===== src/rtl/core/dtbp_pkg.sv =====
// Shared types, constants and codes of the dual token-bucket policer.
`timescale 1ns / 1ps
`default_nettype none

package dtbp_pkg;

	localparam int DEF_TABLE_ENTRIES = 256;
	localparam int DEF_TIME_BITS     = 32;

	localparam int LEVEL_W     = 32;
	localparam int MTU_W       = 23;
	localparam int VAL_W       = LEVEL_W + 3;
	localparam int CFG_IDX_W   = 3;
	localparam int CFG_DATA_W  = 32;
	localparam int QUEUE_DEPTH = 4;
	localparam int QPTR_W      = $clog2(QUEUE_DEPTH);
	localparam int QLVL_W      = $clog2(QUEUE_DEPTH + 1);

	// Effective MTU in cells when the MTU register is zero.
	localparam logic [7:0] SAT_CELLS = 8'd255;

	typedef enum logic [1:0] {
		OP_PACKET   = 2'd0,
		OP_RATE_WR  = 2'd1,
		OP_PEAK_WR  = 2'd2,
		OP_RESTART  = 2'd3
	} op_t;

	typedef enum logic [CFG_IDX_W-1:0] {
		CFG_BURST        = 3'd0,
		CFG_MTU          = 3'd1,
		CFG_RATE_LOG     = 3'd2,
		CFG_PEAK_LOG     = 3'd3,
		CFG_RATE_EN      = 3'd4,
		CFG_PEAK_EN      = 3'd5,
		CFG_CONFORM_CODE = 3'd6,
		CFG_EXCEED_CODE  = 3'd7
	} cfg_idx_t;

	typedef struct packed {
		logic [LEVEL_W-1:0] burst;
		logic [15:0]        mtu;
		logic [3:0]         rate_log;
		logic [3:0]         peak_log;
		logic               rate_en;
		logic               peak_en;
		logic [7:0]         conform_code;
		logic [7:0]         exceed_code;
	} cfg_t;

	// One classified item with its table costs, as it travels to the back end.
	typedef struct packed {
		op_t                op;
		logic               over_mtu;
		logic [31:0]        now;
		logic [LEVEL_W-1:0] rate_cost;
		logic [LEVEL_W-1:0] peak_cost;
		logic [LEVEL_W-1:0] peak_cap;
	} work_t;

	typedef struct packed {
		logic              empty;
		logic [QLVL_W-1:0] level;
	} q_stat_t;

	typedef enum logic {
		BK_IDLE = 1'b0,
		BK_EVAL = 1'b1
	} bk_state_t;

endpackage

`default_nettype wire


===== src/rtl/core/dtbp_queue.sv =====
// Short FIFO that decouples the front end from the bucket evaluator.
`timescale 1ns / 1ps
`default_nettype none

module dtbp_queue import dtbp_pkg::*; (
	input  wire logic  clk,
	input  wire logic  arst_n,
	input  wire logic  push,
	input  wire work_t push_entry,
	input  wire logic  pop,
	output work_t      head,
	output q_stat_t    q_stat
);

	work_t             slot_q [QUEUE_DEPTH];
	logic [QPTR_W-1:0] wptr_q;
	logic [QPTR_W-1:0] rptr_q;
	logic [QLVL_W-1:0] level_q;

	function automatic logic [QPTR_W-1:0] next_ptr(input logic [QPTR_W-1:0] p);
		return (p == QPTR_W'(QUEUE_DEPTH - 1)) ? '0 : p + 1'b1;
	endfunction

	always_ff @(posedge clk or negedge arst_n) begin
		if (!arst_n) begin
			wptr_q  <= '0;
			rptr_q  <= '0;
			level_q <= '0;
		end else begin
			if (push) begin
				wptr_q <= next_ptr(wptr_q);
			end
			if (pop) begin
				rptr_q <= next_ptr(rptr_q);
			end
			if (push && !pop) begin
				level_q <= level_q + 1'b1;
			end else if (pop && !push) begin
				level_q <= level_q - 1'b1;
			end
		end
	end

	always_ff @(posedge clk) begin
		if (push) begin
			slot_q[wptr_q] <= push_entry;
		end
	end

	assign head         = slot_q[rptr_q];
	assign q_stat.empty = (level_q == '0);
	assign q_stat.level = level_q;

endmodule

`default_nettype wire


===== config.mk =====
export PLATFORM = sky130hd
export DESIGN_NAME = dtbp_queue
export DESIGN_NICKNAME = d
export VERILOG_FILES = /design/src/rtl/core/dtbp_pkg.sv /design/src/rtl/core/dtbp_queue.sv
export SDC_FILE = /design/constraint.sdc
export NUM_CORES = 1
export LEC_CHECK = 0
export BUFFER_PORTS_ARGS = -buffer_cell sky130_fd_sc_hd__buf_2
export CORE_UTILIZATION = 24
export CTS_CLUSTER_SIZE = 12
export DETAILED_ROUTE_END_ITERATION = 8
export HOLD_SLACK_MARGIN = 0.12
export PLACE_DENSITY = 0.52
export SYNTH_ARGS = -nofsm -noshare
export SYNTH_HDL_FRONTEND = slang
export SYNTH_SLANG_ARGS = --single-unit
export TNS_END_PERCENT = 20

===== constraint.sdc =====
create_clock -name clk -period 5.2 [get_ports clk]
set_input_delay 0.26 -clock clk [delete_from_list [all_inputs] [get_ports clk]]
set_output_delay 0.26 -clock clk [all_outputs]
set_load 0.02 [all_outputs]

Word-level counts from Yosys, hierarchy flattened
Memory sizes are Yosys's and may differ from the RTL's.
Index checks and enable logic that the tools add are counted.

storage, ports and cells
  flip-flop bits (word level) = 7
  memory bits (writable) = 524
  input port bits = 135
  output and inout port bits = 135
  logic and storage cells = 22
  memories = 1

memory list
  name    depth  width  read ports  clocked after memory_dff  wr ports  RTL line          source
  slot_q  4      131    1           0                         1         dtbp_queue.sv:15  work_t slot_q [QUEUE_DEPTH];

operators by class
  $add $sub $neg = 4
  equal/unequal tests = 2
  muxes and demuxes = 6
  reduce and logical (&&, ||, !) cells = 6

operator list
  cell                   number
  $mux W3                2
  $add A2 B1 Y2 const B  2
  $eq A2 B2 Y1 const B   2
  $mux W2                2
  $add A3 B1 Y3 const B  1
  $logic_not A3 Y1       1
  $sub A3 B1 Y3 const B  1
  $logic_and A1 B1 Y1    2
  $logic_not A1 Y1       2
  $mux W1                2
  $reduce_bool A2 Y1     1

Logic depth before layout (Yosys ltp)
Gate-level depths: netlist (run 1).

  word-level depth = 4
  mapped depth = 7

Worst setup path before layout (run 1)
OpenSTA, ideal clock, no wires.

  path type = register -> register
  from = register wptr_q[0]
  to = memory slot_q[2][0] (netlist name), enable pin
  arrival = 3.628 ns
  setup slack = 1.066 ns
  stages on the path, launching flop included = 4
  clock period less this slack = 4.134 ns
  path through = dfrtp_1 inv_1 ha_1 and2_1

RTL lines
  item                      RTL line          source
  start: declaration        dtbp_queue.sv:16  logic [QPTR_W-1:0] wptr_q;
  start signal: assignment  dtbp_queue.sv:31  wptr_q <= next_ptr(wptr_q);
  end: declaration          dtbp_queue.sv:15

Straight into the memory's write port.

==> results.json, run 1 <==
{
  "status": "completed",
  "period_share": 0.5935,
  "ys_ff_latch": 531,
  "dp_hpwl_mm": 24.04,
  "hold_viol": 0,
  "grt_max_degree": 69,
  "rsz0062_at_grt": "false",
  "coreArea_mm2": 0.07926,
  "synth_area_leaders": "edfxtp_1 82%, mux4_2 15%, dfrtp_1 0.91%",
  "p_leak_uw": 0.008413,
  "final_max_slew_viol_count": 0,
  "cts_resized": 0,
  "die_width_um": 285.5,
  "fp-row-count": 103,
  "ys_seq_area_frac": 0.8246,
  "layoutNonFillerInstCount": 2265,
  "worstHoldPathType": "in -> reg",
  "fin_setup_tns_ns": 0,
  "cts_buffer_depth": 3,
  "crit_type": "reg -> out",
  "grt_pass1_vias": 10330,
  "cts_made_buffers": 58,
  "tightestPinTransition_ns": 0.8680,
  "startpoint": "rptr_q[0]",
  "root_buffer": "clkbuf_16",
  "h-tree-depth": 2,
  "drc": 0,
  "dpl_cell_area_mm2": 0.02195,
  "crit_path_end_kind": "output port",
  "setup_violations": 0,
  "final_nets": 1310,
  "yosysTopAreaCellShare": 0.8156,
  "reg2reg_from": "wptr_q[0]",
  "syn_inst": 721,
  "antenna_found_initial": 5,
  "wl_per_cell_um": 18.29,
  "synth_cell_types": 18,
  "grt_use_total": 0.1012,
  "drive_gt1_frac": 0.4096,
  "synthesis.nets": 863,
  "num_io_pins": 270,
  "die_h_um": 285.5,
  "period_needed_ns": 3.086,
  "use_met3": 0.03182,
  "firstDrtPassIters": 4,
  "required_ns": 4.94,
  "maxCapViolCount": 0,
  "gr-usage-met2": 0.1732,
  "clk_pin_slew_ns": 0.06,
  "synth.most_common_cell": "edfxtp_1",
  "clock_skew_ns": 0.01585,
  "antenna_left": 0,
  "max-slew-margin-rel": 0.4213,
  "p_per_area_mw_per_mm2": 545.9,
  "routed_wl_mm": 41.42,
  "numPortBuffers": 269,
  "fmax_mhz": 324.0,
  "worstHoldStart": "push_entry[15]",
  "insertion_delay_ns": 0.59,
  "ys.flop_type": "edfxtp_1",
  "syn_avg_cell_area_um2": 26.76,
  "synth_edf_count": 524,
  "yosys.area.top_type": "edfxtp_1",
  "vias": 9134,
  "vias_per_cell": 4.033,
  "synth_common_cells": "524 x edfxtp_1, 131 x mux4_2, 16 x buf_2",
  "cts_tree": "built",
  "ys.warnings.count": 0,
  "place.gp.congestion": 0.6828,
  "grt_pass1_wl_mm": 62.26,
  "vdd_drop_max_mv": 0.3290,
  "syn_to_final_growth_pct": 29.90,
  "startpoint_type": "register",
  "synth_area_mm2": 0.01929,
  "dpl.cell_count": 2023,
  "async_flop_share": 0.01318,
  "dieArea_mm2": 0.08153,
  "finalCoreUtilization": 0.3162,
  "cp_max_fo": 43,
  "grt.busiest_layer": "met2",
  "grt_use_met1": 0.1219,
  "cp_data_arrival_time_ns": 2.83,
  "drt-initial-drc-count": 407,
  "grt_overflow_total": 0,
  "finalInstanceArea_mm2": 0.02506,
  "start_util": 0.2434,
  "numClockSinks": 531
}
[cells by family (layout without fill, tap and decap cells)]
group           count (synthesis)  in the layout  share of synthesized area
simple gates                   10             10                   0.002529
other cells                     0              4                          0
compound gates                  2              2                  0.0005188
mux                           134            134                     0.1547
xor+xnor                        3              3                   0.001362
fa+ha+maj                       7              7                   0.004929
flops                         531            531                     0.8246
buf+inv                        34            524                    0.01135
[flip-flops by register name, summed over array words and instances, names as in the netlist]
register	cells
level_q	3
rptr_q	2
slot_q	524
wptr_q	2
[worst paths after layout]
path | to | slack, ns | cells past startpoint
worst max-delay path | head[105] | 2.11 | 3
worst min-delay path | slot_q[2][15] | 0.41 | 2
max in group asynchronous | rptr_q[0] | 4.21 | 3
min in group asynchronous | rptr_q[1] | 0.67 | 3
worst min register to register | level_q[2] | 0.52 | 1
worst max register to register | slot_q[2][85] | 2.96 | 4
[power by group]
part,total (uW),internal (uW),switching (uW)
logic,4120,1690,2430
clock network,3800,2200,1600
registers,5770,5490,280
total,13700,9370,4310
[stage by stage]
step,hold WS [ns],total power (uW),setup WS [ns]
3_3_place_gp,0.1065,9997,2.635
5_1_grt,0.3742,14350,1.880
2_1_floorplan,-0.03559,8660,1.066
6_report,0.4102,13680,2.114
4_1_cts,0.3505,13980,1.971
3_5_place_dp,0.1149,10030,2.640
[repair_timing]
action / CTS / global route
endpoints found under the hold margin: 536 / 0
hold buffers: 135 / 0
buffers inserted: 0 / 0
[metal layers]
metal	vias to the layer above	routed length (um)
met1	4793	16980
met3	63	2896
li1	4040	-
met4	4	873
met2	234	20640
met5	-	23
[cell type report]
type	count	area [um2]
inverters	4	15.01
multi-input cells	156	3174
clock buffers	77	1523
diodes	4	10.01
flip-flops and latches	531	15920
well taps	1050	1314
clock inverters	26	226.5
fillers	7638	54190
repair buffers	417	2883
[worst max-delay path: stages, from the launching register on]
cell	delay [ns]
dfrtp_4	0.93
buf_12	0.44
mux4_2	0.62
buf_2	0.19
[placed cells by master (no fill, tap or decap), drive strengths merged]
master / count
fa: 1
buf: 282
nor2: 3
xnor2: 1
dfrtp: 7
edfxtp: 524
and2: 4
inv: 7
dlygate4sd3: 135
o21ai: 2
ha: 6
mux2: 3
diode: 4
mux4: 131
xor2: 2
bufinv: 3
nor3: 1
nand2: 2
clkinv: 20
clkbuf: 77
No activity file was read; power rests on OpenSTA's default activity.
==> run 2, diff against run 1 <==
--- a/config.mk
+++ b/config.mk
@@ -5,6 +5,7 @@
 export SDC_FILE = /design/constraint.sdc
 export NUM_CORES = 1
 export LEC_CHECK = 0
+export ABC_AREA = 1
 export BUFFER_PORTS_ARGS = -buffer_cell sky130_fd_sc_hd__buf_2
 export CORE_UTILIZATION = 24
 export CTS_CLUSTER_SIZE = 12
==> constraint.sdc (replaced) <==
create_clock -name clk -period 3.03 [get_ports clk]
set_input_delay 0.1515 -clock clk [delete_from_list [all_inputs] [get_ports clk]]
set_output_delay 0.1515 -clock clk [all_outputs]
set_load 0.02 [all_outputs]
==> results.json, run 2 <==
{
  "r2r_slack_ns": 0.95,
  "dpl.cell_count": 2958,
  "status": "completed",
  "max-slew-margin-rel": 0.5213,
  "period_needed_ns": 2.747,
  "layoutNonFillerInstCount": 3200,
  "cts_made_buffers": 59,
  "largest_reg_flops": 524,
  "cts_tree": "built",
  "reg2regPathDepth": 5,
  "yosysTopAreaCellShare": 0.7351,
  "worstHoldPathType": "in -> reg",
  "yosys.area.top_type": "edfxtp_1",
  "grt_pass1_vias": 13340,
  "root_buffer": "clkbuf_16",
  "synthesis.nets": 1722,
  "p_leak_uw": 0.01082,
  "crit_path_end_kind": "output port",
  "synth.most_common_cell": "edfxtp_1",
  "synth_cell_types": 19,
  "numClockSinks": 531,
  "syn_inst": 1580,
  "ys_seq_area_frac": 0.7433,
  "fp-row-count": 109,
  "pre_cts_ws_ns": 0.8483,
  "grt_use_total": 0.1087,
  "drc": 0,
  "synth_edf_count": 524,
  "grt_max_degree": 79,
  "die_width_um": 300.6,
  "reg2reg_from": "wptr_q[1]",
  "numPortBuffers": 269,
  "synth_area_mm2": 0.02140,
  "grt_pass1_wl_mm": 75.55,
  "routed_wl_mm": 49.91,
  "setup_ws_ns": 0.2834,
  "ys.warnings.count": 0,
  "vias": 13070,
  "period_share": 0.9065,
  "rsz0062_at_grt": "false",
  "firstDrtPassIters": 4,
  "drive_gt1_frac": 0.2167,
  "p_per_area_mw_per_mm2": 927.3,
  "vias_per_cell": 4.084,
  "r2r-end": "slot_q[1][96]",
  "crit_type": "reg -> out",
  "dpl_cell_area_mm2": 0.02416,
  "setup_violations": 0,
  "insertion_delay_ns": 0.60,
  "largest-register": "slot_q",
  "final_common_cell": "edfxtp_1",
  "post-cts-setup-buffers": 0,
  "clock_skew_ns": 0.02081,
  "fmax_mhz": 364.1,
  "required_ns": 2.88,
  "final_max_slew_viol_count": 0,
  "holdPathEnd": "slot_q[3][18]",
  "synth_common_cells": "524 x edfxtp_1, 408 x nand2_1, 273 x inv_1",
  "syn_to_final_growth_pct": 28.18,
  "syn_avg_cell_area_um2": 13.55,
  "start_util": 0.2422,
  "synth_area_leaders": "edfxtp_1 74%, o211ai_1 7.4%, nand2_1 7.2%",
  "coreArea_mm2": 0.08837,
  "finalCoreUtilization": 0.3104,
  "antenna_left": 0,
  "tightestPinTransition_ns": 0.7180,
  "drt-initial-drc-count": 684,
  "grt_overflow_total": 0,
  "num_io_pins": 270,
  "wl_per_cell_um": 15.60,
  "clk_pin_slew_ns": 0.06,
  "hold_viol": 0,
  "dp_hpwl_mm": 29.81,
  "startpoint_type": "register",
  "crit_path_top_delay_cell": "dfrtp_4",
  "die_h_um": 300.6,
  "ys_ff_latch": 531,
  "max_stage_delay_ns": 0.67,
  "dieArea_mm2": 0.09038,
  "place.gp.congestion": 0.7204,
  "path_delay_family": "buffers and inverters",
  "holdPathStages": 2,
  "final_nets": 2131,
  "cp_data_arrival_time_ns": 2.60,
  "maxCapViolCount": 0,
  "async_flop_share": 0.01318,
  "cts_buffer_depth": 3,
  "layout_common_cells": "524 x edfxtp_1, 407 x nand2_1, 269 x inv_1, 269 x buf_2, 212 x o211ai_1",
  "path_cells": "inv_4 -> buf_12 -> o211ai_1 -> nand2_1 -> buf_2",
  "worstHoldStart": "push_entry[18]",
  "cp_max_fo": 51,
  "reg.largest.list": "slot_q x524, level_q x3",
  "fin_total_pwr_uw": 25440,
  "critPathBufInv": 3,
  "vdd_drop_max_mv": 0.7918,
  "antenna_cells": 0,
  "finalInstanceArea_mm2": 0.02744,
  "antenna_found_initial": 3,
  "ys.flop_type": "edfxtp_1",
  "h-tree-depth": 2
}
-- run 2: cell count changes in the layout (fill, tap and decap cells not counted), sizes merged, moves of 6 or more --
cell,delta
buf,+18
nand2,+406
inv,+269
o211ai,+262
mux4,-131
clkinvlp,+6
-- run 2: worst max path at each step --
| stage | from | endpoint | cells after the start |
|---|---|---|---|
| after floorplan | wptr_q[0] | slot_q[3][0] | 3 |
| after global placement | rptr_q[1] | head[83] | 5 |
| after detailed placement | rptr_q[1] | head[83] | 5 |
| after CTS | rptr_q[1] | head[83] | 5 |
| after global routing | rptr_q[1] | head[83] | 5 |
| final | rptr_q[1] | head[65] | 5 |
-- run 2: per-layer routing --
layer  routed length, um  track usage  vias up
met4                1046      0.02949        6
li1                    -            -     6356
met5                  36            0        -
met2               23850       0.1854      253
met3                2452      0.02273       74
met1               22530       0.1392     6380
-- run 2: report_power, final --
group	leakage [uW]	total [uW]	internal [uW]	switching, uW
Combinational	0.00499	8610	2650	5960
Clock	0.000930	7040	4230	2820
Sequential	0.00490	9790	9400	382
-- run 2: final cells by class --
cell class                 count  area, um2
clock buffer                  78       1609
timing repair buffer         435       3181
inverter                     275       1059
fill                        8767      60940
sequential                   531      15910
multi-input combinational    687       3899
tap                         1165       1458
clock inverter                29      316.6
-- run 2: cell families after synthesis --
kind of cell               share of synthesized area
AOI/OAI and AO/OA                             0.1045
xor gates and xnor gates                   0.0004093
adders and majority gates                   0.004443
buffers and inverters                        0.07465
DFF                                           0.7433
and+or+nand+nor                              0.07266
-- run 2: metrics by stage --
| stage | hold WS, ns | TNS [ns] |
|---|---|---|
| 3_5_place_dp | 0.01925 | 0 |
| 3_3_place_gp | 0.01618 | 0 |
| 6_report | 0.2958 | 0 |
| 2_1_floorplan | -0.1441 | -74.96 |
| 5_1_grt | 0.2655 | 0 |
| 4_1_cts | 0.2364 | 0 |
-- run 2: repair_timing --
action,CTS,global route
endpoints found under the setup margin,0,0
hold endpoints to repair,538,0
hold buffers,135,0
resized for setup,0,0
